[config.mk]
export PLATFORM = sky130hd
export DESIGN_NAME = rgos_wheel
export DESIGN_NICKNAME = d
export VERILOG_FILES = /design/src/sv/rgos_pkg.sv /design/src/sv/rgos_wheel.sv
export SDC_FILE = /design/constraint.sdc
export NUM_CORES = 2
export LEC_CHECK = 0
export ABC_AREA = 1
export BUFFER_PORTS_ARGS = -buffer_cell sky130_fd_sc_hd__buf_2
export CAP_MARGIN = 15
export CORE_ASPECT_RATIO = 0.9
export CORE_MARGIN = 8
export CORE_UTILIZATION = 45
export CTS_CLUSTER_SIZE = 16
export DETAILED_ROUTE_END_ITERATION = 8
export PLACE_DENSITY_LB_ADDON = 0.3
export SLEW_MARGIN = 0
export SYNTH_ARGS = -nofsm -noshare
export SYNTH_HDL_FRONTEND = slang
export SYNTH_SLANG_ARGS = --single-unit
[constraint.sdc]
create_clock -name clk_i -period 8.2 [get_ports clk_i]
set_clock_uncertainty 0.1 [all_clocks]
set_input_delay 1.64 -clock clk_i [delete_from_list [all_inputs] [get_ports clk_i]]
set_output_delay 1.64 -clock clk_i [all_outputs]
set_load 0.01 [all_outputs]
[src/sv/rgos_pkg.sv]
// Shared types, fixed-point constants and CORDIC tables for the goal and
// obstacle steering pipeline. No dependencies.
package rgos_pkg;

  // Word widths along the datapath
  localparam int unsigned CORDIC_STEPS = 16;
  localparam int unsigned MAX_SENSORS  = 8;
  localparam int unsigned ANG_W        = 20;  // Q.16 angle, up to 1.5 pi
  localparam int unsigned MAG_W        = 17;  // clipped norm, 0..1.0 in Q.16
  localparam int unsigned HEAD_W       = 20;  // heading scaled to Q.16
  localparam int unsigned DXY_W        = 23;  // goal offset scaled to Q.16
  localparam int unsigned OBS_W        = 22;  // obstacle term after /1000
  localparam int unsigned U_W          = 22;  // command vector
  localparam int unsigned SPD_W        = 5;

  // Q.16 constants
  localparam int Q_PI      = 205887;
  localparam int Q_HALF_PI = 102944;
  localparam int Q_TWO_PI  = 411775;
  localparam int Q_ONE     = 65536;
  localparam int KINV      = 39797;
  localparam int SPEED_K   = 411566;
  localparam int SPD_MAX   = 12;

  // floor(n/125) = (n * DIV125_M) >> DIV125_SH for n < 2^28
  localparam int DIV125_M  = 274877907;
  localparam int DIV125_SH = 35;
  // floor(n * 2^16 / Q_PI) = (n * HPI_M) >> 37 for n < 2^19
  localparam logic [35:0] HPI_M = 36'd43748266063;

  // Configuration register indexes
  typedef enum logic [1:0] {
    REG_GOAL_X  = 2'd0,
    REG_GOAL_Y  = 2'd1,
    REG_DET_THR = 2'd2
  } cfg_reg_e;

  // Front-end result handed to the first vectoring unit
  typedef struct packed {
    logic signed [DXY_W-1:0]  dx;
    logic signed [DXY_W-1:0]  dy;
    logic signed [HEAD_W-1:0] head;
    logic signed [OBS_W-1:0]  qx;
    logic signed [OBS_W-1:0]  qy;
  } front_out_t;

  // Items carried alongside the first vectoring unit
  typedef struct packed {
    logic signed [HEAD_W-1:0] head;
    logic signed [OBS_W-1:0]  qx;
    logic signed [OBS_W-1:0]  qy;
  } vec1_sb_t;

  // arctan(2^-i) in Q.16
  function automatic logic signed [ANG_W-1:0] atan_c(int unsigned i);
    case (i)
      0:       return ANG_W'(51472);
      1:       return ANG_W'(30385);
      2:       return ANG_W'(16055);
      3:       return ANG_W'(8150);
      4:       return ANG_W'(4091);
      5:       return ANG_W'(2047);
      6:       return ANG_W'(1024);
      7:       return ANG_W'(512);
      8:       return ANG_W'(256);
      9:       return ANG_W'(128);
      10:      return ANG_W'(64);
      11:      return ANG_W'(32);
      12:      return ANG_W'(16);
      13:      return ANG_W'(8);
      14:      return ANG_W'(4);
      15:      return ANG_W'(2);
      default: return '0;
    endcase
  endfunction

  // Sensor direction vectors, Q.16
  function automatic logic signed [17:0] dir_x_c(int unsigned i);
    case (i)
      0:       return 18'sd16961;
      1:       return 18'sd46341;
      2:       return 18'sd65536;
      3:       return 18'sd37591;
      4:       return -18'sd37591;
      5:       return -18'sd65536;
      6:       return -18'sd46341;
      7:       return -18'sd16961;
      default: return '0;
    endcase
  endfunction

  function automatic logic signed [17:0] dir_y_c(int unsigned i);
    case (i)
      0:       return 18'sd63301;
      1:       return 18'sd46341;
      2:       return 18'sd0;
      3:       return -18'sd53687;
      4:       return -18'sd53687;
      5:       return 18'sd0;
      6:       return 18'sd46341;
      7:       return 18'sd63301;
      default: return '0;
    endcase
  endfunction

endpackage

[src/sv/rgos_wheel.sv]
// Wheel speed stage: bearing over pi, range -/+ that, scaling, clamp.
// Four register stages, the last is the output register; uses rgos_pkg.
module rgos_wheel import rgos_pkg::*; (
  input  logic                     clk_i,
  input  logic                     rst_ni,
  input  logic                     valid_i,
  output logic                     ready_o,
  input  logic [MAG_W-1:0]         d_i,
  input  logic signed [ANG_W-1:0]  h_i,
  output logic                     valid_o,
  input  logic                     ready_i,
  output logic signed [SPD_W-1:0]  left_o,
  output logic signed [SPD_W-1:0]  right_o
);

  localparam int unsigned NST = 4;

  // Stage handshake
  logic [NST-1:0] v_q;
  logic [NST:0]   rdy;

  assign rdy[NST] = ready_i;
  for (genvar k = 0; k < NST; k++) begin : g_rdy
    assign rdy[k] = ~v_q[k] | rdy[k+1];
  end

  always_ff @(posedge clk_i or negedge rst_ni) begin
    if (!rst_ni) begin
      v_q <= '0;
    end else begin
      if (rdy[0]) v_q[0] <= valid_i;
      for (int k = 1; k < NST; k++) begin
        if (rdy[k]) v_q[k] <= v_q[k-1];
      end
    end
  end

  assign ready_o = rdy[0];
  assign valid_o = v_q[NST-1];

  // Stage 0: |h| times 2^16/pi, two partial products
  logic signed [ANG_W-1:0] habs;
  logic [36:0]             ph_q, pl_q;
  logic                    hneg_q;
  logic [MAG_W-1:0]        d_q;

  assign habs = h_i[ANG_W-1] ? -h_i : h_i;

  always_ff @(posedge clk_i) begin
    if (rdy[0]) begin
      ph_q   <= habs[18:0] * HPI_M[35:18];
      pl_q   <= habs[18:0] * HPI_M[17:0];
      hneg_q <= h_i[ANG_W-1];
      d_q    <= d_i;
    end
  end

  // Stage 1: combine partials, signed h/pi, both wheel terms
  logic [55:0]        hsum;
  logic signed [18:0] hp;
  logic signed [19:0] wl_d, wr_d, wl_q, wr_q;

  always_comb begin
    hsum = 56'({ph_q, 18'b0}) + 56'(pl_q);
    hp   = $signed({1'b0, hsum[54:37]});
    if (hneg_q) hp = -hp;
    wl_d = $signed({3'b0, d_q}) - 20'(hp);
    wr_d = $signed({3'b0, d_q}) + 20'(hp);
  end

  always_ff @(posedge clk_i) begin
    if (rdy[1]) begin
      wl_q <= wl_d;
      wr_q <= wr_d;
    end
  end

  // Stage 2: speed scaling on magnitudes
  logic signed [19:0] wla, wra;
  logic [37:0]        sl_q, sr_q;
  logic               nl_q, nr_q;

  assign wla = wl_q[19] ? -wl_q : wl_q;
  assign wra = wr_q[19] ? -wr_q : wr_q;

  always_ff @(posedge clk_i) begin
    if (rdy[2]) begin
      sl_q <= wla[18:0] * 19'(SPEED_K);
      sr_q <= wra[18:0] * 19'(SPEED_K);
      nl_q <= wl_q[19];
      nr_q <= wr_q[19];
    end
  end

  // Stage 3: truncate, clamp, restore sign (output register)
  logic [5:0]             ml, mr;
  logic signed [SPD_W-1:0] left_d, right_d, left_q, right_q;

  always_comb begin
    ml = sl_q[37:32];
    mr = sr_q[37:32];
    if (ml > 6'(SPD_MAX)) ml = 6'(SPD_MAX);
    if (mr > 6'(SPD_MAX)) mr = 6'(SPD_MAX);
    left_d  = $signed(ml[SPD_W-1:0]);
    right_d = $signed(mr[SPD_W-1:0]);
    if (nl_q) left_d = -left_d;
    if (nr_q) right_d = -right_d;
  end

  always_ff @(posedge clk_i) begin
    if (rdy[3]) begin
      left_q  <= left_d;
      right_q <= right_d;
    end
  end

  assign left_o  = left_q;
  assign right_o = right_q;

endmodule

# After elaboration in Yosys (flattened, before gate mapping)
# Index checks and enable logic that the tools add are counted.
[word_totals]
inputBits = 41
output_inout_bits = 12
regBits = 220
[op_classes]
bitwise_logic = 8
n_lt_le_gt_ge = 2
n_mux = 8
n_mul = 4
n_addsub = 9
[ops]
columns = ["operator", "count"]
rows = [
  ["$mux W19", 4],
  ["$mul A19 B18 Y37 const B", 2],
  ["$mul A19 B17 Y36 const B", 2],
  ["$neg A19 Y19", 3],
  ["$add A55 B36 Y55", 1],
  ["$add A18 B19 Y20", 1],
  ["$mux W5", 4],
  ["$sub A18 B19 Y20", 1],
  ["$neg A18 Y19", 1],
  ["$gt A6 B4 Y1 const B", 2],
  ["$neg A5 Y5", 2],
  ["$not A1 Y1", 4],
  ["$or A1 B1 Y1", 4],
]

# Depth between registers and ports, before layout
[logic_depth]
depth_word = 5
ltp_mapped = 38

# Worst setup path after synthesis
# No wires, ideal clock.
[synth_path]
path_kind = "input-to-reg"
start = "in h_i[0]"
end = "reg ph_q[33] (data pin)"
arrival_time_ps = 8542
path_stages = 34
path_slack_ps = -707
cell_sequence = "inv_1 > nand3_1 > nor3_1 > inv_1 > nor3_2 > nand3_1 > nor3_1 > inv_1 > o31ai_2 > nand2_1 > xnor2_1 > inv_1 > fa_1 > inv_1 > fa_1 > inv_1 > fa_1 > inv_1 > fa_1 > inv_1 > fa_1 > inv_1 > fa_1 > inv_1 > ha_1 > nand2_1 > nor4_1 > nand4_1 > nand3_1 > nand2_1 > o211ai_1 > a21boi_0 > o21ai_0 > xor2_1"
[synth_between]
elab_chain_cells = 3
[synth_rtl]
columns = ["element", "line", "source"]
rows = [
  ["from (decl)", "rgos_wheel.sv:9", "input logic signed [ANG_W-1:0] h_i,"],
  ["$neg A19 Y19", "rgos_wheel.sv:47", "assign habs = h_i[ANG_W-1] ? -h_i : h_i;"],
  ["$mux W19 *", "rgos_wheel.sv:47", ""],
  ["$mul A19 B17 Y36 *", "rgos_wheel.sv:51", "ph_q <= habs[18:0] * HPI_M[35:18];"],
  ["to (signal assigned)", "rgos_wheel.sv:51", ""],
  ["to (decl)", "rgos_wheel.sv:43", "logic [36:0] ph_q, pl_q;"],
]
# Mark *: on every way between the ends. The rest lies on a longest branch, timed or not.
# A chain may end at the register's enable or synchronous reset.

# Worst setup path after layout
[layout_path]
start = "in h_i[0]"
end = "reg ph_q[31] (data pin)"
# The elaborated chain is that of the path after synthesis.

==> reports/qor.yml <==
insertion_delay_ps: 450
crit_family: "adder cells"
grt_max_degree: 51
regArea_um2: 4120
fin_tns_setup_ps: 0
status: "finished clean"
async_reset_ff_share_pct: 2.90
startpoint_type: "primary input"
cp-end-kind: "register"
min_period_ps: 7890
io_buffers: 52
root_buffer: "clkbuf_16"
grt_pass1_vias: 25345
die_h_um: 271
dpl.hpwl_um: 70200
dp.cells: 4963
ys_top_cells_by_area: "ha_1 (25%), fa_1 (25%), edfxtp_1 (12%)"
synth_common_cells: "inv_1 (1,049), ha_1 (662), nand2_1 (501), fa_1 (401), nor2_1 (215)"
wl_met2_um: 37800
wl_per_cell_um: 15.5
slew_viol_final: 0
synth.distinct_cells: 56
syn_avg_cell_area_um2: 8.52
cpPeakStageDelay_ps: 530
worstPathMaxFanout: 4
track_usage_pct: 19.4
synth_top_area_share_pct: 25.4
drive_gt1_share_pct: 9.02
fillers: 6905
crit_arrival_ps: 7980
first_iter_violations: 1193
antenna_found_initial: 0
top_layer_used: "met4"
grt_pass1_wl_um: 128000
path_buf_inv: 14
clkSinkCount: 138
syn_nets: 4932
worst_slew_pin_slew_ps: 1020
dp_slack_ps: -309
ys_seq_area_share_pct: 12.6
cts.clk_slew.worst_paths_ps: 60
synth_edf_count: 134
finalSetupViolCount: 0
multiInputGateArea_um2: 24700
die_w_um: 300
routed_wl_um: 77700
dr.pass1.iters: 5
slowest_stage: "fa_1"
num_antenna_cells: 0
drc: 0
vias: 24369
synthesis.area_um2: 32600
fin_cells: 5006
wl_met1_um: 36600
ys_ff_latch: 138
hold_buffers: 0
path_class: "in2reg"
area_growth_pct: 10.7
required_ps: 8300
wl_met3_um: 2330
cts_buffers: 17
fmax_mhz: 127
place_congestion: 0.913
synth.most_common_cell: "inv_1"
synthCells: 3828
cap_violations: 0
setup_ws_ps: 312
min_period_over_period_pct: 96.2
grt_overflow: 0
die-area_um2: 81300
coreArea_um2: 71700
start_util_pct: 45.5
synth_flop_cell: "edfxtp_1"
cts_buffer_depth: 2
hold_viol: 0
cts_tree: "built"
ant_nets: 0
top_level_ports: 53
slew_headroom_pct: 31.6
hold_path_class: "reg2reg"
path_common_cell: "fa_1"
final_nets: 5147
htreeDepth: 4
synth_top_area_cell: "ha_1"
fp-row-count: 93
synth_warnings: 0
vias_per_cell: 4.87
state kept, by name (all words and copies together) (netlist names):
name and cells:
v_q 4, ph_q 34, sl_q 6, sr_q 6, right_o 5, nl_q 1, left_o 5, nr_q 1
pl_q 19, hneg_q 1, wr_q 19, wl_q 20, d_q 17
worst register-to-register path: cells and delay by family (launching register included):
family,cells,cell delay [ps]
simple gates,8,1230
fa+ha+maj,8,3420
flops,1,390
compound gates,4,890
xor+xnor,2,320
buf+inv,10,970
cells by family after synthesis:
logic type / count (synthesis) / share of synthesized area (%)
flops: 138 / 12.6
buf+inv: 1077 / 12.4
fa+ha+maj: 1063 / 50.0
xor+xnor: 198 / 5.34
simple gates: 948 / 12.4
compound gates: 404 / 7.13
placed cells by master, fill, tap and decap left out, types with 6 or more instances in the layout:
| cell type | count |
|---|---|
| xor2_1 | 150 |
| inv_2 | 17 |
| nor3_1 | 35 |
| nor3_2 | 7 |
| nand3_1 | 81 |
| a31oi_1 | 8 |
| edfxtp_1 | 134 |
| nand2_1 | 493 |
| inv_8 | 7 |
| xnor2_1 | 40 |
| o21bai_1 | 21 |
| or2_2 | 13 |
| a21oi_2 | 7 |
| inv_1 | 1039 |
| nand2_2 | 26 |
| buf_2 | 51 |
| nand4_1 | 33 |
| a21o_1 | 20 |
| nor2_2 | 10 |
| o31ai_1 | 8 |
| nor2_1 | 215 |
| buf_4 | 158 |
| ha_1 | 657 |
| a21oi_1 | 186 |
| o21ai_0 | 97 |
| nor4_1 | 9 |
| clkbuf_16 | 17 |
| fa_1 | 401 |
| o21a_1 | 10 |
| o211ai_1 | 6 |
| nand3_2 | 6 |
area by class of cell:
class,count,share of cell area [%]
clock buffers,17,1.18
inverters,1061,11.1
repair buffers,212,4.08
clock inverters,15,0.416
flip-flops and latches,138,11.4
multi-input cells,2613,68.5
well taps,950,3.29
final timing paths:
check / from / endpoint / slack (ps) / cells after the start
max in group asynchronous: rst_ni / v_q[0]$_DFFE_PN0P_ / 6990 / 1
min in group asynchronous: rst_ni / v_q[1]$_DFFE_PN0P_ / 890 / 1
hold reg to reg: v_q[2]$_DFFE_PN0P_ / v_q[3]$_DFFE_PN0P_ / 350 / 2
setup reg to reg: wl_q[0]$_DFFE_PP_ / sl_q[34]$_DFFE_PP_ / 590 / 32
hold / removal: v_q[2]$_DFFE_PN0P_ / v_q[3]$_DFFE_PN0P_ / 350 / 2
setup / recovery: h_i[0] / ph_q[31]$_DFFE_PP_ / 310 / 36
stage by stage:
step | utilization, % | hold WS (ps) | instance area [µm²]
finish | 50.4 | 355 | 36100
global route | 50.4 | 394 | 36100
CTS | 50.1 | 359 | 35900
detailed placement | 49.3 | 343 | 35300
global placement | 49.3 | 329 | 35300
floorplan | - | 321 | 32800
what timing repair did:
item,4_1_cts,5_1_grt
resized for setup,0,33
buffers inserted,0,11
endpoints found under the setup margin,0,25
per-layer routing:
metal	GRT usage, %	vias to the layer above
met5	0	-
li1	-	12401
met4	3.34	0
met1	26.0	11558
met2	34.3	354
met3	1.72	56
Power is not shown: default switching activity piles up to over one toggle a cycle in this logic, so the estimate is an artifact.
