File: src/sv/rgos_pkg.sv
// Shared types, fixed-point constants and CORDIC tables for the goal and
// obstacle steering pipeline. No dependencies.
package rgos_pkg;

  // Word widths along the datapath
  localparam int unsigned CORDIC_STEPS = 16;
  localparam int unsigned MAX_SENSORS  = 8;
  localparam int unsigned ANG_W        = 20;  // Q.16 angle, up to 1.5 pi
  localparam int unsigned MAG_W        = 17;  // clipped norm, 0..1.0 in Q.16
  localparam int unsigned HEAD_W       = 20;  // heading scaled to Q.16
  localparam int unsigned DXY_W        = 23;  // goal offset scaled to Q.16
  localparam int unsigned OBS_W        = 22;  // obstacle term after /1000
  localparam int unsigned U_W          = 22;  // command vector
  localparam int unsigned SPD_W        = 5;

  // Q.16 constants
  localparam int Q_PI      = 205887;
  localparam int Q_HALF_PI = 102944;
  localparam int Q_TWO_PI  = 411775;
  localparam int Q_ONE     = 65536;
  localparam int KINV      = 39797;
  localparam int SPEED_K   = 411566;
  localparam int SPD_MAX   = 12;

  // floor(n/125) = (n * DIV125_M) >> DIV125_SH for n < 2^28
  localparam int DIV125_M  = 274877907;
  localparam int DIV125_SH = 35;
  // floor(n * 2^16 / Q_PI) = (n * HPI_M) >> 37 for n < 2^19
  localparam logic [35:0] HPI_M = 36'd43748266063;

  // Configuration register indexes
  typedef enum logic [1:0] {
    REG_GOAL_X  = 2'd0,
    REG_GOAL_Y  = 2'd1,
    REG_DET_THR = 2'd2
  } cfg_reg_e;

  // Front-end result handed to the first vectoring unit
  typedef struct packed {
    logic signed [DXY_W-1:0]  dx;
    logic signed [DXY_W-1:0]  dy;
    logic signed [HEAD_W-1:0] head;
    logic signed [OBS_W-1:0]  qx;
    logic signed [OBS_W-1:0]  qy;
  } front_out_t;

  // Items carried alongside the first vectoring unit
  typedef struct packed {
    logic signed [HEAD_W-1:0] head;
    logic signed [OBS_W-1:0]  qx;
    logic signed [OBS_W-1:0]  qy;
  } vec1_sb_t;

  // arctan(2^-i) in Q.16
  function automatic logic signed [ANG_W-1:0] atan_c(int unsigned i);
    case (i)
      0:       return ANG_W'(51472);
      1:       return ANG_W'(30385);
      2:       return ANG_W'(16055);
      3:       return ANG_W'(8150);
      4:       return ANG_W'(4091);
      5:       return ANG_W'(2047);
      6:       return ANG_W'(1024);
      7:       return ANG_W'(512);
      8:       return ANG_W'(256);
      9:       return ANG_W'(128);
      10:      return ANG_W'(64);
      11:      return ANG_W'(32);
      12:      return ANG_W'(16);
      13:      return ANG_W'(8);
      14:      return ANG_W'(4);
      15:      return ANG_W'(2);
      default: return '0;
    endcase
  endfunction

  // Sensor direction vectors, Q.16
  function automatic logic signed [17:0] dir_x_c(int unsigned i);
    case (i)
      0:       return 18'sd16961;
      1:       return 18'sd46341;
      2:       return 18'sd65536;
      3:       return 18'sd37591;
      4:       return -18'sd37591;
      5:       return -18'sd65536;
      6:       return -18'sd46341;
      7:       return -18'sd16961;
      default: return '0;
    endcase
  endfunction

  function automatic logic signed [17:0] dir_y_c(int unsigned i);
    case (i)
      0:       return 18'sd63301;
      1:       return 18'sd46341;
      2:       return 18'sd0;
      3:       return -18'sd53687;
      4:       return -18'sd53687;
      5:       return 18'sd0;
      6:       return 18'sd46341;
      7:       return 18'sd63301;
      default: return '0;
    endcase
  endfunction

endpackage

File: src/sv/rgos_vec.sv
// Pipelined vectoring CORDIC: clipped, gain-corrected norm and angle of (x,y).
// One stage per iteration plus pre-rotation and gain stages; uses rgos_pkg.
module rgos_vec import rgos_pkg::*; #(
  parameter int unsigned IN_W = 23,
  parameter int unsigned SB_W = 1
) (
  input  logic                    clk_i,
  input  logic                    rst_ni,
  input  logic                    valid_i,
  output logic                    ready_o,
  input  logic signed [IN_W-1:0]  x_i,
  input  logic signed [IN_W-1:0]  y_i,
  input  logic [SB_W-1:0]         sb_i,
  output logic                    valid_o,
  input  logic                    ready_i,
  output logic [MAG_W-1:0]        mag_o,
  output logic signed [ANG_W-1:0] ang_o,
  output logic [SB_W-1:0]         sb_o
);

  localparam int unsigned CW  = IN_W + 2;
  localparam int unsigned NST = CORDIC_STEPS + 3;
  localparam int unsigned SMUL = CORDIC_STEPS + 1;

  // Stage handshake
  logic [NST-1:0] v_q;
  logic [NST:0]   rdy;

  assign rdy[NST] = ready_i;
  for (genvar k = 0; k < NST; k++) begin : g_rdy
    assign rdy[k] = ~v_q[k] | rdy[k+1];
  end

  always_ff @(posedge clk_i or negedge rst_ni) begin
    if (!rst_ni) begin
      v_q <= '0;
    end else begin
      if (rdy[0]) v_q[0] <= valid_i;
      for (int k = 1; k < NST; k++) begin
        if (rdy[k]) v_q[k] <= v_q[k-1];
      end
    end
  end

  assign ready_o = rdy[0];
  assign valid_o = v_q[NST-1];

  logic signed [CW-1:0]    x_q [CORDIC_STEPS+1];
  logic signed [CW-1:0]    y_q [CORDIC_STEPS+1];
  logic signed [ANG_W-1:0] z_q [CORDIC_STEPS+1];
  logic                    zero_q [NST];
  logic [SB_W-1:0]         sb_q [NST];

  // Sideband and zero flag travel with each stage
  always_ff @(posedge clk_i) begin
    if (rdy[0]) begin
      sb_q[0]   <= sb_i;
      zero_q[0] <= (x_i == '0) && (y_i == '0);
    end
    for (int k = 1; k < NST; k++) begin
      if (rdy[k]) begin
        sb_q[k]   <= sb_q[k-1];
        zero_q[k] <= zero_q[k-1];
      end
    end
  end

  // Stage 0: fold the left half-plane onto the right
  logic signed [CW-1:0]    xe, ye, x0, y0;
  logic signed [ANG_W-1:0] z0;

  always_comb begin
    xe = {{2{x_i[IN_W-1]}}, x_i};
    ye = {{2{y_i[IN_W-1]}}, y_i};
    x0 = xe;
    y0 = ye;
    z0 = '0;
    if (xe[CW-1]) begin
      x0 = -xe;
      y0 = -ye;
      z0 = ye[CW-1] ? -ANG_W'(Q_PI) : ANG_W'(Q_PI);
    end
  end

  always_ff @(posedge clk_i) begin
    if (rdy[0]) begin
      x_q[0] <= x0;
      y_q[0] <= y0;
      z_q[0] <= z0;
    end
  end

  // Iterations: drive y toward zero
  for (genvar i = 0; i < CORDIC_STEPS; i++) begin : g_iter
    logic signed [CW-1:0] xs, ys;
    assign xs = x_q[i] >>> i;
    assign ys = y_q[i] >>> i;
    always_ff @(posedge clk_i) begin
      if (rdy[i+1]) begin
        if (!y_q[i][CW-1]) begin
          x_q[i+1] <= x_q[i] + ys;
          y_q[i+1] <= y_q[i] - xs;
          z_q[i+1] <= z_q[i] + atan_c(i);
        end else begin
          x_q[i+1] <= x_q[i] - ys;
          y_q[i+1] <= y_q[i] + xs;
          z_q[i+1] <= z_q[i] - atan_c(i);
        end
      end
    end
  end

  // Gain correction multiply
  logic signed [CW+16:0]   prod_q;
  logic signed [ANG_W-1:0] zm_q;

  always_ff @(posedge clk_i) begin
    if (rdy[SMUL]) begin
      prod_q <= x_q[CORDIC_STEPS] * $signed({1'b0, 16'(KINV)});
      zm_q   <= z_q[CORDIC_STEPS];
    end
  end

  // Shift, clip at one, zero-vector override
  logic signed [CW:0]      m;
  logic [MAG_W-1:0]        mag_d, mag_q;
  logic signed [ANG_W-1:0] ang_d, ang_q;

  always_comb begin
    m     = $signed(prod_q[CW+16:16]);
    mag_d = m[MAG_W-1:0];
    if (m > $signed((CW+1)'(Q_ONE))) mag_d = MAG_W'(Q_ONE);
    ang_d = zm_q;
    if (zero_q[SMUL]) begin
      mag_d = '0;
      ang_d = '0;
    end
  end

  always_ff @(posedge clk_i) begin
    if (rdy[NST-1]) begin
      mag_q <= mag_d;
      ang_q <= ang_d;
    end
  end

  assign mag_o = mag_q;
  assign ang_o = ang_q;
  assign sb_o  = sb_q[NST-1];

endmodule

File: config.mk
export PLATFORM = sky130hd
export DESIGN_NAME = rgos_vec
export DESIGN_NICKNAME = d
export VERILOG_FILES = /design/src/sv/rgos_pkg.sv /design/src/sv/rgos_vec.sv
export SDC_FILE = /design/constraint.sdc
export NUM_CORES = 2
export LEC_CHECK = 0
export ABC_AREA = 1
export BUFFER_PORTS_ARGS = -buffer_cell sky130_fd_sc_hd__buf_2
export CAP_MARGIN = 0
export CORE_MARGIN = 2
export CORE_UTILIZATION = 70
export DETAILED_ROUTE_END_ITERATION = 8
export PLACE_DENSITY = 0.95
export SYNTH_ARGS = -nofsm -noshare
export SYNTH_HDL_FRONTEND = slang
export SYNTH_SLANG_ARGS = --single-unit
File: constraint.sdc
create_clock -name clk_i -period 13.7 [get_ports clk_i]
set_input_delay 0 -clock clk_i [delete_from_list [all_inputs] [get_ports clk_i]]
set_output_delay 0 -clock clk_i [all_outputs]
set_load 0.01 [all_outputs]
Yosys cells after proc, flatten, opt, wreduce, memory -nomap -nowiden. Memory sizes are Yosys's and may differ from the RTL's. A register that Yosys moved wholly into a read port is not among the register bits. Index checks and enable logic that the tools add are counted.

Add/subtract/negate cells: 97. Multiply operators: 1. Order comparisons: 1. Multiplexer cells: 187. Bitwise gates (word level): 86. Reduce and logical (&&, ||, !) cells: 4.

Operator list (count): $mux 25 (34); $mux 20 (18); $mux 1 (134); $or 1x1->1 (67); $add 25x10->25 (2); $add 25x11->25 (2); $add 25x12->25 (2); $add 25x13->25 (2); $add 25x14->25 (2); $add 25x15->25 (2); $add 25x16->25 (2); $add 25x17->25 (2); $add 25x18->25 (2); $add 25x19->25 (2); $add 25x20->25 (2); $add 25x21->25 (2); $add 25x22->25 (2); $add 25x23->25 (2); $add 25x24->25 (2); $neg 23->25 (2); $sub 25x10->25 (2); $sub 25x11->25 (2); $sub 25x12->25 (2); $sub 25x13->25 (2); other kinds (50) (83).

Register bits: 98. RAM bits: 1228. Bits of input ports: 51. Output and inout port bits: 40. Logic and storage cells: 404. Memories kept: 5.

Memories: x_q (depth 17, width 25, read ports 17, clocked after Yosys merged registers in 0, write ports 17, RTL line rgos_vec.sv:48) `logic signed [CW-1:0] x_q [CORDIC_STEPS+1];`; y_q (depth 17, width 25, read ports 16, clocked after Yosys merged registers in 0, write ports 17, RTL line rgos_vec.sv:49) `logic signed [CW-1:0] y_q [CORDIC_STEPS+1];`; z_q (depth 17, width 20, read ports 17, clocked after Yosys merged registers in 1, write ports 17, RTL line rgos_vec.sv:50) `logic signed [ANG_W-1:0] z_q [CORDIC_STEPS+1];`; sb_q (depth 19, width 1, read ports 19, clocked after Yosys merged registers in 0, write ports 19, RTL line rgos_vec.sv:52) `logic [SB_W-1:0] sb_q [NST];`; zero_q (depth 19, width 1, read ports 18, clocked after Yosys merged registers in 0, write ports 19, RTL line rgos_vec.sv:51) `logic zero_q [NST];`.

Longest topological paths before layout.
Depth in word-level cells: 22. Mapped depth: 36. Depth with buffers taken out: 34.

Least setup slack after synthesis. No wires, ideal clock.

Path kind: register to register. Start: register v_q[18]. End: memory y_q[2][24] in the netlist's numbering, data pin. Setup time: 262 ps. Data arrival time: 6221 ps. Required time: 13438 ps. Path slack: 7217 ps. Cell stages (with the launch flop): 33. Buffers on the path: 3. Period minus slack after synthesis: 6483 ps. Cell sequence: dfrtp_1 nand3_2 nor2_4 nand4_4 nor2_4 nand4_4 nor2_4 nand4_4 nor2_8 nand3_4 nand2_4 buf_6 buf_4 buf_2 nand2_1 xnor2_1 ha_1 nand2_1 o21ai_0 nand3_1 nand2_1 nand3_1 nand2_1 nand3_1 nand2_1 nand3_1 nand2_1 a21oi_1 o21ai_0 nand3_1 nand2_1 a21oi_1 xor2_1.

RTL lines: from (decl) (RTL line rgos_vec.sv:26) `logic [NST-1:0] v_q;`; from (signal, indexed assignment) (RTL line rgos_vec.sv:40) `if (rdy[k]) v_q[k] <= v_q[k-1];`; to (decl) (RTL line rgos_vec.sv:49).

==> metrics.cfg <==
[clock_tree]
clockRootBuffer = clkbuf_16
cts_setup_buffers = 0
cts_buffers = 142
worstSkewPairLatency_ps = 820
cts_sinks = 1268
hold_buffers = 94
cts_buffer_depth = 3
htreeDepth = 4
path_clk_slew_ps = 60
cts-resized-gates = 0
cts_tree = built

[synthesis]
ys_ff_latch = 1268
synth_top_area_share = 0.3698
syn-instance-count = 11120
async_flop_share = 0.01498
synth.avg_cell_area_um2 = 9.122
ys_top_cells_by_area = edfxtp_1 (37%), ha_1 (15%), xor2_1 (9.3%)
ys.flop_type = edfxtp_1
synth.distinct_cells = 61
synth_edf_count = 1249
synth_top_area_cell = edfxtp_1
yosysWarnings = 0
syn_area_um2 = 101400
yosysSeqAreaShare = 0.3745

[status]
outcome = complete, but fails checks
violations = design-rule violations

[worst_setup_path]
cp.arrival_ps = 7640
endpoint_kind = flop
critical-path-slowest-cell = inv_1
cp_common_cell = a21oi_1
cp_data_required_time_ps = 14270
r2r_setup_slack_ps = 6620
critical_path_class = reg2reg
r2r-end = y_q[6][24]$_DFFE_PP_
cp-startpoint = v_q[18]$_DFFE_PN0P_
rr_startpoint = v_q[18]$_DFFE_PN0P_
rr_worst_depth = 27
critPathMaxStageDelay_ps = 800
setup.worst_path.start_class = flop
worst-path-max-fanout = 50
setup.worst_path.end = y_q[6][24]$_DFFE_PP_

[sta]
min_period_ps = 7076
tightestPinTransition_ps = 1156
setup_tns_ps = 0
fin_crit_sh = 0.5165
slew_headroom = 0.2267
setup_violations = 0
rsz0062_at_grt = no
max_freq_ghz = 0.1413
drv_slew = 0
skew_ps = 39.87
worst_slack_ps = 6624
hold_viol_final = 0

[placed_design]
place_ws_ps = 6739
dp_hpwl_um = 204700
gp_congestion = 0.9979
portBuffers = 90

[die]
io_pins = 91
core_um2 = 143700
die_area_um2 = 147900
die_y_um = 384.6
rows = 139
start_util = 0.7059
chipWidth_um = 384.6

[global_route]
gr-total-overflow = 0
grt_max_degree = 71
grt_first_pass_wirelength_um = 419000
globalRouteTotalUtil = 0.3570
first_global_vias = 81410
antenna_found_initial = 13

[final_layout]
seq_area_um2 = 37980
layout.nets = 12870
syn2layout_area_growth_pct = 8.338
fill_cells = 9451
final_core_util = 0.7648
drive_gt1_frac = 0.03607
multiInputGateArea_um2 = 56680

[run]
cap_violations = 0

[worst_hold_path]
hold_path.class = in2reg

[drt]
routed_wl_um = 266000
first_pass_iters = 9
post-route-drc-count = 9
initialDrtViolationCount = 7924
wl_per_cell_um = 19.83
via_per_inst = 6.060
ant_nets = 0
vias = 81290

==> cells in the final DEF, fill, tap and decap left out, types with 66 or more instances in the layout <==
cell type	n
clkbuf_16	144
o31ai_1	105
nor3_1	235
xor2_1	1073
nand3_1	415
o21ai_0	501
nand2_1	1621
inv_1	1682
xnor2_1	375
fa_1	241
nor2_1	728
a21oi_1	1090
ha_1	1186
a31oi_1	66
edfxtp_1	1249
dlygate4sd3_1	93
buf_2	90
==> worst min-delay path by stage <==
stage | end | start | slack [ps] | cells after the start
detailed placement | v_q[16]$_DFFE_PN0P_ | rst_ni | 60 | 1
finish | x_q[0][8]$_DFFE_PP_ | x_i[8] | 180 | 3
floorplan | v_q[0]$_DFFE_PN0P_ | rst_ni | -300 | 0
CTS | x_q[0][9]$_DFFE_PP_ | x_i[9] | 80 | 3
global placement | v_q[16]$_DFFE_PN0P_ | rst_ni | 50 | 1
global route | x_q[0][18]$_DFFE_PP_ | x_i[18] | 190 | 3
==> per-stage QoR <==
stage / instance area, um^2 / instances / hold slack (ps)
floorplan: 101400 / 11120 / -295.6
global placement: 104200 / 13050 / 53.62
detailed placement: 104200 / 13050 / 63.56
CTS: 109800 / 13410 / 75.95
global route: 109900 / 13420 / 191.9
finish: 109900 / 13420 / 176.4
==> cell families after synthesis <==
logic type	after synthesis	synth area share
XOR/XNOR	1449	0.1252
other	1	0.00003698
adder cells (fa/ha/maj)	1427	0.1939
buffers and inverters	1798	0.06679
AND/OR/NAND/NOR	3169	0.1305
flip-flops	1268	0.3745
AO/OA/AOI/OAI	2005	0.1090
==> layer usage <==
layer	track usage	vias up	wire (um)
li1	-	38170	-
met1	0.4099	38210	98250
met2	0.6285	3844	130900
met3	0.05698	1057	19190
met4	0.2104	10	17650
met5	0	-	76
==> cell usage after synthesis (30+ instances only) <==
library cell,n
ha_1,1186
nor4_1,54
nand4_1,45
nor2_1,734
edfxtp_1,1249
a21oi_1,1090
o21ai_0,501
o31ai_1,105
o21bai_1,30
fa_1,241
inv_1,1690
a21o_1,42
nor3_1,235
nand2_1,1624
clkbuf_1,81
a31oi_1,66
nand3_1,415
xor2_1,1073
xnor2_1,375
==> sequential cells by signal, summed over array words and instances (netlist names) <==
register and count:
ang_o 20, mag_o 17, prod_q 26, sb_q 19, v_q 19, x_q 425
y_q 384, z_q 320, zero_q 18, zm_q 20
==> area by class of cell <==
cell class,count,share of cell area
Tap cell,1903,0.02167
Clock inverter,98,0.009361
Inverter,1698,0.05801
Clock buffer,163,0.03354
Timing Repair Buffer,226,0.01563
Multi-Input combinational cell,8052,0.5159
Sequential cell,1268,0.3457
Antenna cell,7,0.0001594
==> critical path: cells and delay by family (launching register included) <==
kind / cells / cell delay, ps
compound gates: 10 / 2250
xor+xnor: 1 / 80
fa+ha+maj: 1 / 510
buf+inv: 4 / 1460
flops: 1 / 380
simple gates: 11 / 2140
Power is not shown: default switching activity piles up to over one toggle a cycle in this logic, so the estimate is an artifact.
