## src/sv/rgos_pkg.sv

```systemverilog
// Shared types, fixed-point constants and CORDIC tables for the goal and
// obstacle steering pipeline. No dependencies.
package rgos_pkg;

  // Word widths along the datapath
  localparam int unsigned CORDIC_STEPS = 16;
  localparam int unsigned MAX_SENSORS  = 8;
  localparam int unsigned ANG_W        = 20;  // Q.16 angle, up to 1.5 pi
  localparam int unsigned MAG_W        = 17;  // clipped norm, 0..1.0 in Q.16
  localparam int unsigned HEAD_W       = 20;  // heading scaled to Q.16
  localparam int unsigned DXY_W        = 23;  // goal offset scaled to Q.16
  localparam int unsigned OBS_W        = 22;  // obstacle term after /1000
  localparam int unsigned U_W          = 22;  // command vector
  localparam int unsigned SPD_W        = 5;

  // Q.16 constants
  localparam int Q_PI      = 205887;
  localparam int Q_HALF_PI = 102944;
  localparam int Q_TWO_PI  = 411775;
  localparam int Q_ONE     = 65536;
  localparam int KINV      = 39797;
  localparam int SPEED_K   = 411566;
  localparam int SPD_MAX   = 12;

  // floor(n/125) = (n * DIV125_M) >> DIV125_SH for n < 2^28
  localparam int DIV125_M  = 274877907;
  localparam int DIV125_SH = 35;
  // floor(n * 2^16 / Q_PI) = (n * HPI_M) >> 37 for n < 2^19
  localparam logic [35:0] HPI_M = 36'd43748266063;

  // Configuration register indexes
  typedef enum logic [1:0] {
    REG_GOAL_X  = 2'd0,
    REG_GOAL_Y  = 2'd1,
    REG_DET_THR = 2'd2
  } cfg_reg_e;

  // Front-end result handed to the first vectoring unit
  typedef struct packed {
    logic signed [DXY_W-1:0]  dx;
    logic signed [DXY_W-1:0]  dy;
    logic signed [HEAD_W-1:0] head;
    logic signed [OBS_W-1:0]  qx;
    logic signed [OBS_W-1:0]  qy;
  } front_out_t;

  // Items carried alongside the first vectoring unit
  typedef struct packed {
    logic signed [HEAD_W-1:0] head;
    logic signed [OBS_W-1:0]  qx;
    logic signed [OBS_W-1:0]  qy;
  } vec1_sb_t;

  // arctan(2^-i) in Q.16
  function automatic logic signed [ANG_W-1:0] atan_c(int unsigned i);
    case (i)
      0:       return ANG_W'(51472);
      1:       return ANG_W'(30385);
      2:       return ANG_W'(16055);
      3:       return ANG_W'(8150);
      4:       return ANG_W'(4091);
      5:       return ANG_W'(2047);
      6:       return ANG_W'(1024);
      7:       return ANG_W'(512);
      8:       return ANG_W'(256);
      9:       return ANG_W'(128);
      10:      return ANG_W'(64);
      11:      return ANG_W'(32);
      12:      return ANG_W'(16);
      13:      return ANG_W'(8);
      14:      return ANG_W'(4);
      15:      return ANG_W'(2);
      default: return '0;
    endcase
  endfunction

  // Sensor direction vectors, Q.16
  function automatic logic signed [17:0] dir_x_c(int unsigned i);
    case (i)
      0:       return 18'sd16961;
      1:       return 18'sd46341;
      2:       return 18'sd65536;
      3:       return 18'sd37591;
      4:       return -18'sd37591;
      5:       return -18'sd65536;
      6:       return -18'sd46341;
      7:       return -18'sd16961;
      default: return '0;
    endcase
  endfunction

  function automatic logic signed [17:0] dir_y_c(int unsigned i);
    case (i)
      0:       return 18'sd63301;
      1:       return 18'sd46341;
      2:       return 18'sd0;
      3:       return -18'sd53687;
      4:       return -18'sd53687;
      5:       return 18'sd0;
      6:       return 18'sd46341;
      7:       return 18'sd63301;
      default: return '0;
    endcase
  endfunction

endpackage

```

## src/sv/rgos_rot.sv

```systemverilog
// Pipelined rotation CORDIC: goal vector in the robot frame, minus the
// obstacle term. Gain, wrap/fold, sixteen iterations, subtract; uses rgos_pkg.
module rgos_rot import rgos_pkg::*; (
  input  logic                     clk_i,
  input  logic                     rst_ni,
  input  logic                     valid_i,
  output logic                     ready_o,
  input  logic [MAG_W-1:0]         dist_i,
  input  logic signed [ANG_W-1:0]  bear_i,
  input  logic signed [HEAD_W-1:0] head_i,
  input  logic signed [OBS_W-1:0]  qx_i,
  input  logic signed [OBS_W-1:0]  qy_i,
  output logic                     valid_o,
  input  logic                     ready_i,
  output logic signed [U_W-1:0]    ux_o,
  output logic signed [U_W-1:0]    uy_o
);

  localparam int unsigned NST  = CORDIC_STEPS + 3;
  localparam int unsigned RW   = 19;
  localparam int unsigned AW0  = 22;
  localparam int unsigned SOUT = NST - 1;

  // Stage handshake
  logic [NST-1:0] v_q;
  logic [NST:0]   rdy;

  assign rdy[NST] = ready_i;
  for (genvar k = 0; k < NST; k++) begin : g_rdy
    assign rdy[k] = ~v_q[k] | rdy[k+1];
  end

  always_ff @(posedge clk_i or negedge rst_ni) begin
    if (!rst_ni) begin
      v_q <= '0;
    end else begin
      if (rdy[0]) v_q[0] <= valid_i;
      for (int k = 1; k < NST; k++) begin
        if (rdy[k]) v_q[k] <= v_q[k-1];
      end
    end
  end

  assign ready_o = rdy[0];
  assign valid_o = v_q[NST-1];

  // Obstacle term rides along until the final subtract
  logic signed [OBS_W-1:0] qx_q [SOUT];
  logic signed [OBS_W-1:0] qy_q [SOUT];

  always_ff @(posedge clk_i) begin
    if (rdy[0]) begin
      qx_q[0] <= qx_i;
      qy_q[0] <= qy_i;
    end
    for (int k = 1; k < SOUT; k++) begin
      if (rdy[k]) begin
        qx_q[k] <= qx_q[k-1];
        qy_q[k] <= qy_q[k-1];
      end
    end
  end

  // Stage 0: gain pre-scale of the norm, relative bearing
  logic [32:0]           gp_q;
  logic signed [AW0-1:0] a0_q;

  always_ff @(posedge clk_i) begin
    if (rdy[0]) begin
      gp_q <= dist_i * 16'(KINV);
      a0_q <= AW0'(bear_i) - AW0'(head_i);
    end
  end

  // Stage 1: wrap into [-pi,pi], fold into [-pi/2,pi/2]
  logic signed [AW0-1:0] aw;
  logic signed [RW-1:0]  xr;
  logic signed [RW-1:0]  x_q [CORDIC_STEPS+1];
  logic signed [RW-1:0]  y_q [CORDIC_STEPS+1];
  logic signed [RW-1:0]  a_q [CORDIC_STEPS+1];

  always_comb begin
    aw = a0_q;
    xr = RW'($signed({1'b0, gp_q[32:16]}));
    for (int k = 0; k < 3; k++) begin
      if (aw > AW0'(Q_PI)) aw = aw - AW0'(Q_TWO_PI);
      else if (aw < -AW0'(Q_PI)) aw = aw + AW0'(Q_TWO_PI);
    end
    if (aw > AW0'(Q_HALF_PI)) begin
      aw = aw - AW0'(Q_PI);
      xr = -xr;
    end else if (aw < -AW0'(Q_HALF_PI)) begin
      aw = aw + AW0'(Q_PI);
      xr = -xr;
    end
  end

  always_ff @(posedge clk_i) begin
    if (rdy[1]) begin
      x_q[0] <= xr;
      y_q[0] <= '0;
      a_q[0] <= aw[RW-1:0];
    end
  end

  // Iterations: drive the residual angle toward zero
  for (genvar i = 0; i < CORDIC_STEPS; i++) begin : g_iter
    logic signed [RW-1:0] xs, ys;
    assign xs = x_q[i] >>> i;
    assign ys = y_q[i] >>> i;
    always_ff @(posedge clk_i) begin
      if (rdy[i+2]) begin
        if (!a_q[i][RW-1]) begin
          x_q[i+1] <= x_q[i] - ys;
          y_q[i+1] <= y_q[i] + xs;
          a_q[i+1] <= a_q[i] - RW'(atan_c(i));
        end else begin
          x_q[i+1] <= x_q[i] + ys;
          y_q[i+1] <= y_q[i] - xs;
          a_q[i+1] <= a_q[i] + RW'(atan_c(i));
        end
      end
    end
  end

  // Final stage: subtract the obstacle term
  logic signed [U_W-1:0] ux_q, uy_q;

  always_ff @(posedge clk_i) begin
    if (rdy[SOUT]) begin
      ux_q <= U_W'(x_q[CORDIC_STEPS]) - U_W'(qx_q[SOUT-1]);
      uy_q <= U_W'(y_q[CORDIC_STEPS]) - U_W'(qy_q[SOUT-1]);
    end
  end

  assign ux_o = ux_q;
  assign uy_o = uy_q;

endmodule

```

## config.mk

```make
export PLATFORM = sky130hd
export DESIGN_NAME = rgos_rot
export DESIGN_NICKNAME = d
export VERILOG_FILES = /design/src/sv/rgos_pkg.sv /design/src/sv/rgos_rot.sv
export SDC_FILE = /design/constraint.sdc
export NUM_CORES = 2
export LEC_CHECK = 0
export BUFFER_PORTS_ARGS = -buffer_cell sky130_fd_sc_hd__buf_2
export CAP_MARGIN = 40
export CORE_UTILIZATION = 25
export DETAILED_ROUTE_END_ITERATION = 10
export GPL_TIMING_DRIVEN = 0
export PLACE_DENSITY = 0.4
export SETUP_SLACK_MARGIN = 0.15
export SLEW_MARGIN = 10
export SYNTH_ARGS = -nofsm -noshare
export SYNTH_HDL_FRONTEND = slang
export SYNTH_SLANG_ARGS = --single-unit
```

## constraint.sdc

```tcl
create_clock -name clk_i -period 63.8 [get_ports clk_i]
set_clock_uncertainty 0.1 [all_clocks]
set_input_delay 15.95 -clock clk_i [delete_from_list [all_inputs] [get_ports clk_i]]
set_output_delay 15.95 -clock clk_i [all_outputs]
set_load 0.02 [all_outputs]
```

## Yosys cells after proc, flatten, opt, wreduce, memory -nomap -nowiden

Memories as Yosys holds them, arrays and structs flattened.
Index checks and enable logic that the tools add are counted.

| word-level totals | value |
|---|---|
| memories kept | 5 |
| input port bits | 105 |
| logic and storage cells | 420 |
| bits in writable memories | 1761 |
| output and inout bits | 46 |
| flip-flop bits (word level) | 118 |

Memories:

| memory | words | width | rd ports | clocked after memory_dff | wr ports | line | text |
|---|---|---|---|---|---|---|---|
| qx_q | 18 | 22 | 18 | 0 | 18 | rgos_rot.sv:48 | `logic signed [OBS_W-1:0] qx_q [SOUT];` |
| qy_q | 18 | 22 | 18 | 0 | 18 | rgos_rot.sv:49 | `logic signed [OBS_W-1:0] qy_q [SOUT];` |
| a_q | 17 | 19 | 16 | 0 | 17 | rgos_rot.sv:80 | `logic signed [RW-1:0] a_q [CORDIC_STEPS+1];` |
| x_q | 17 | 19 | 17 | 0 | 17 | rgos_rot.sv:78 | `logic signed [RW-1:0] x_q [CORDIC_STEPS+1];` |
| y_q | 17 | 19 | 17 | 0 | 17 | rgos_rot.sv:79 | `logic signed [RW-1:0] y_q [CORDIC_STEPS+1];` |

| cells by class | value |
|---|---|
| $mul | 1 |
| bitwise logic cells | 86 |
| $add $sub $neg | 107 |
| mux-type cells | 190 |
| order comparisons | 8 |

Operators with widths:

| operator | number |
|---|---|
| $mux 19 | 52 |
| $mux 1 | 132 |
| $mux 22 | 6 |
| $or 1x1->1 | 67 |
| $add 22x20->22 const B | 3 |
| $gt 22x19->1 const B | 3 |
| $lt 22x19->1 const B | 3 |
| $sub 22x20->22 const B | 3 |
| $sub 19x22->22 | 2 |
| $add 19x10->19 | 2 |
| $add 19x11->19 | 2 |
| $add 19x12->19 | 2 |
| $add 19x12->19 const B | 2 |
| $add 19x13->19 | 2 |
| $add 19x14->19 | 2 |
| $add 19x15->19 | 2 |
| $add 19x16->19 | 2 |
| $add 19x17->19 | 2 |
| $add 19x18->19 | 2 |
| $add 19x4->19 | 2 |
| $add 19x5->19 | 2 |
| $add 19x6->19 | 2 |
| $add 19x7->19 | 2 |
| $add 19x8->19 | 2 |
| other kinds (55) | 91 |

## Longest topological paths before layout

| logic depth | value |
|---|---|
| depth in word-level cells | 22 |
| mapped depth | 41 |
| mapped depth without buffers | 40 |

## Least setup slack after synthesis

No wires, ideal clock.

| timing path | value |
|---|---|
| path kind | input to output |
| start point | input port ready_i |
| end point | output port ready_o |
| stages | 18 |
| data arrival time | 26619 ps |
| setup slack | 21131 ps |
| path buffers | 0 |
| required time | 47750 ps |
| path through | nand2b_1 nor2_1 and3_1 and3_1 inv_1 nor2_1 and3_1 inv_1 nor2_1 and3_1 inv_1 nor2_1 and3_1 inv_1 nor2_1 inv_1 nor2_1 nand3_1 |

| on the way | value |
|---|---|
| word-level cells in the longest chain between the ends | 19 |

Ends and longest elaborated chain:

| item | line | text |
|---|---|---|
| start, declared | rgos_rot.sv:14 | `input logic ready_i,` |
| $or 1x1->1 (6 in series) | rgos_rot.sv:30 | `assign rdy[k] = ~v_q[k] \| rdy[k+1];` |
| via rdy[13] | rgos_rot.sv:26 | `logic [NST:0] rdy;` |
| $or 1x1->1 (3 in series) | rgos_rot.sv:30 |  |
| via rdy[10] | rgos_rot.sv:26 |  |
| $or 1x1->1 (3 in series) | rgos_rot.sv:30 |  |
| via rdy[7] | rgos_rot.sv:26 |  |
| $or 1x1->1 (3 in series) | rgos_rot.sv:30 |  |
| via rdy[4] | rgos_rot.sv:26 |  |
| $or 1x1->1 | rgos_rot.sv:30 |  |
| via rdy[3] | rgos_rot.sv:26 |  |
| $or 1x1->1 (3 in series) | rgos_rot.sv:30 |  |
| end, declared | rgos_rot.sv:7 | `output logic ready_o,` |

The timed path passes the listed nets, and every way through them passes these cells.

## Worst setup path in the final report

| timing path | value |
|---|---|
| start point | input port ready_i |
| end point | output port ready_o |

| on the way | value |
|---|---|
| word-level cells in the longest chain between the ends | 19 |

Ends and longest elaborated chain:

| item | line |
|---|---|
| $or 1x1->1 | rgos_rot.sv:30 |
| via rdy[18] | rgos_rot.sv:26 |
| $or 1x1->1 (5 in series) | rgos_rot.sv:30 |
| via rdy[13] | rgos_rot.sv:26 |
| $or 1x1->1 (3 in series) | rgos_rot.sv:30 |
| via rdy[10] | rgos_rot.sv:26 |
| $or 1x1->1 (3 in series) | rgos_rot.sv:30 |
| via rdy[7] | rgos_rot.sv:26 |
| $or 1x1->1 (3 in series) | rgos_rot.sv:30 |
| via rdy[4] | rgos_rot.sv:26 |
| $or 1x1->1 | rgos_rot.sv:30 |
| via rdy[3] | rgos_rot.sv:26 |
| $or 1x1->1 (3 in series) | rgos_rot.sv:30 |

The timed path passes the listed nets, and every way through them passes these cells.

==> results.json <==
{
  "status": "finished, violations left",
  "violations": "design-rule violations",
  "worstPathArrival_ps": 22700,
  "cts_tree": "done",
  "fill_cells": 41600,
  "grtUsageTotal": 0.108,
  "maxClockFrequency_mhz": 25.8,
  "htree_levels": 4,
  "required_ps": 47750,
  "final_nets": 10200,
  "netlist_area_mm2": 0.102,
  "final_hold_viol_count": 0,
  "io_buffers": 150,
  "gr-total-overflow": 0,
  "synthXorXnorAreaFrac": 0.0882,
  "worstPathCellList": "buf_2 > nand2b_4 > nor2_1 > and3_1 > and3_1 > inv_2 > nor2_1 > and3_1 > inv_2 > nor2_1 > buf_4 > and3_1 > inv_2 > nor2_1 > and3_1 > inv_4 > nor2_1 > inv_4 > nor2_2 > nand3_4 > buf_2",
  "synth_mux_area_frac": 0.00365,
  "viasPerCell": 4.24,
  "first_iter_violations": 2680,
  "design_area_mm2": 0.118,
  "die_area_mm2": 0.411,
  "worst_setup_path_end_kind": "primary output",
  "die_w_um": 641,
  "syn_nets": 9790,
  "synth_top_family_by_area": "adder cells",
  "slowest_delay_ps": 630,
  "yosys_register_bits": 1787,
  "root_buffer": "clkbuf_16",
  "clkSinkCount": 1787,
  "io_pins": 151,
  "drive_above_1_share": 0.0741,
  "cts_hold_buf": 0,
  "place_hpwl_mm": 177,
  "r2r-start": "v_q[18]",
  "clk_latency_ps": 900,
  "wl_mm": 226,
  "critPathKind": "primary input to primary output",
  "wl_per_cell_um": 15.5,
  "cp_slowest_cell": "nor2_1",
  "synth-edff-count": 1768,
  "postPlaceCellArea_mm2": 0.111,
  "grt_max_degree": 56,
  "gp_congestion": 0.815,
  "grt_pass1_wl_mm": 355,
  "tightest_slew_ps": 935,
  "min_period_ps": 38750,
  "min-delay-start": "qx_q[2][10]",
  "clockBufferDepth": 4,
  "start_util": 0.251,
  "cts_buffers": 213,
  "synth_compound_area_frac": 0.119,
  "drtPass1Iterations": 10,
  "grt_pass1_vias": 64300,
  "maxCapViolCount": 0,
  "synth_flop_cell": "edfxtp_1",
  "startpoint_type": "primary input",
  "yosysWarnings": 0,
  "slew_viol_final": 0,
  "num_rows": 234,
  "synth-adder-area-share": 0.153,
  "setup_viol": 0,
  "critical_path.max_fanout": 46,
  "clk_pin_slew_ps": 60,
  "ys_seq_area_frac": 0.525,
  "post-cts-setup-buffers": 0,
  "synth.distinct_cells": 118,
  "die_y_um": 641,
  "drtAntennaViolNets": 0,
  "synthCells": 8530,
  "drc": 7,
  "syn_area_per_cell_um2": 12.0,
  "vias": 61600,
  "crit_start": "ready_i",
  "timing.setup.tns_ps": 0,
  "antenna_found_initial": 8,
  "synthArstFlopShare": 0.0106,
  "cts_resized": 0,
  "relSlewSlack": 0.369,
  "synth-simple-area-share": 0.0721,
  "period_share": 0.607,
  "rsz0062_at_grt": "no",
  "area_growth_pct": 15.2,
  "hold_class": "register to register",
  "core_area_mm2": 0.406
}
==> placed cells by master (no fill, tap or decap), types with 25 or more instances in the layout <==
master / count
edfxtp_1: 1768
ha_1: 999
inv_1: 905
xnor2_1: 720
a21oi_1: 716
nor2_1: 549
nand2_1: 435
o21bai_1: 371
o21ai_0: 325
xor2_1: 288
clkbuf_16: 214
buf_2: 175
fa_1: 156
nor3_1: 109
a21o_1: 93
clkbuf_1: 87
a21boi_0: 81
o31ai_1: 77
nand2b_1: 75
and2_1: 68
nor2b_1: 60
nand3_1: 55
clkinv_1: 53
or3_1: 42
clkinv_2: 41
nor4_1: 38
o21a_1: 29
mux2i_1: 26
buf_12: 25
==> layout make-up <==
cell class | count | area (um^2) | area share
multi-input combinational | 5704 | 44600 | 0.379
sequential | 1787 | 53600 | 0.456
antenna | 1 | 2.50 | 0.0000213
clock buffer | 253 | 5520 | 0.0470
clock inverter | 133 | 1380 | 0.0117
tap | 5428 | 6790 | 0.0578
buffer | 100 | 475 | 0.00404
inverter | 939 | 3530 | 0.0301
timing repair buffer | 207 | 1720 | 0.0146
==> Yosys cell counts, drive strengths merged (10+ instances only) <==
cell / n / area (um^2)
or3: 42 / 263
nand4: 21 / 131
a22oi: 10 / 90.1
mux2i: 26 / 260
mux2: 10 / 113
o211ai: 21 / 168
a211oi: 14 / 123
edfxtp: 1768 / 53100
nor4: 44 / 322
o31ai: 77 / 578
and3: 21 / 131
buf: 46 / 259
a21oi: 722 / 3640
o21a: 30 / 226
a21boi: 82 / 616
or4: 23 / 176
nor2b: 60 / 375
nor3: 110 / 556
ha: 999 / 12500
inv: 930 / 3490
nand3: 56 / 280
and2: 69 / 434
nand2b: 76 / 475
o22ai: 12 / 81.3
clkbuf: 54 / 213
dfrtp: 19 / 475
o2111ai: 12 / 105
o21bai: 371 / 2790
a31oi: 19 / 140
or2: 11 / 68.8
fa: 156 / 3120
a21o: 94 / 707
xor2: 291 / 2570
o21ai: 338 / 1710
o41ai: 14 / 130
nand2: 445 / 1670
a32oi: 14 / 153
xnor2: 727 / 6430
nor2: 553 / 2080
==> through the flow <==
step | hold slack, ps | std cells | setup WS, ps | utilization
2_1_floorplan | 300 | 8530 | 21130 | -
3_3_place_gp | 302 | 14100 | 12410 | 0.270
3_5_place_dp | 305 | 14200 | 24730 | 0.272
4_1_cts | 263 | 14600 | 24680 | 0.289
5_1_grt | 257 | 14600 | 24250 | 0.289
6_report | 263 | 14600 | 25050 | 0.289
==> worst max-delay path: cells and delay by family <==
kind | cells | cell delay, ps
AND/OR/NAND/NOR | 13 | 5300
buffers and inverters | 8 | 1360
==> worst paths after layout <==
kind	depth (start not counted)	slack, ps	endpoint
worst max-delay path	21	25050	ready_o
worst min-delay path	0	260	qx_q[3][10]
worst max register to register	41	53260	y_q[2][17]
worst min register to register	0	260	qx_q[3][10]
max in group asynchronous	1	48000	v_q[8]
min in group asynchronous	1	15050	v_q[11]
==> routing by layer <==
layer	vias up	wire (um)	GRT usage
met5	-	0	0
met4	0	7170	0.0355
met3	393	6000	0.0136
met2	715	117000	0.206
met1	29100	95400	0.124
li1	31500	-	-
==> cell families (layout without fill, tap and decap cells) <==
logic type                 count (synthesis)  after routing
AOI/OAI and AO/OA                       1920           1920
other                                      0              1
adders and majority gates               1155           1155
DFF                                     1787           1787
muxes                                     36             36
and+or+nand+nor                         1575           1575
buffers and inverters                   1039           1632
xor gates and xnor gates                1018           1018
==> flip-flops by register name, indices dropped and copies added (netlist names) <==
name  flops
ux_o     22
v_q      19
gp_q     17
qx_q    396
a0_q     21
a_q     268
qy_q    396
y_q     303
uy_o     22
x_q     323
Power is not shown: default switching activity piles up to over one toggle a cycle in this logic, so the estimate is an artifact.
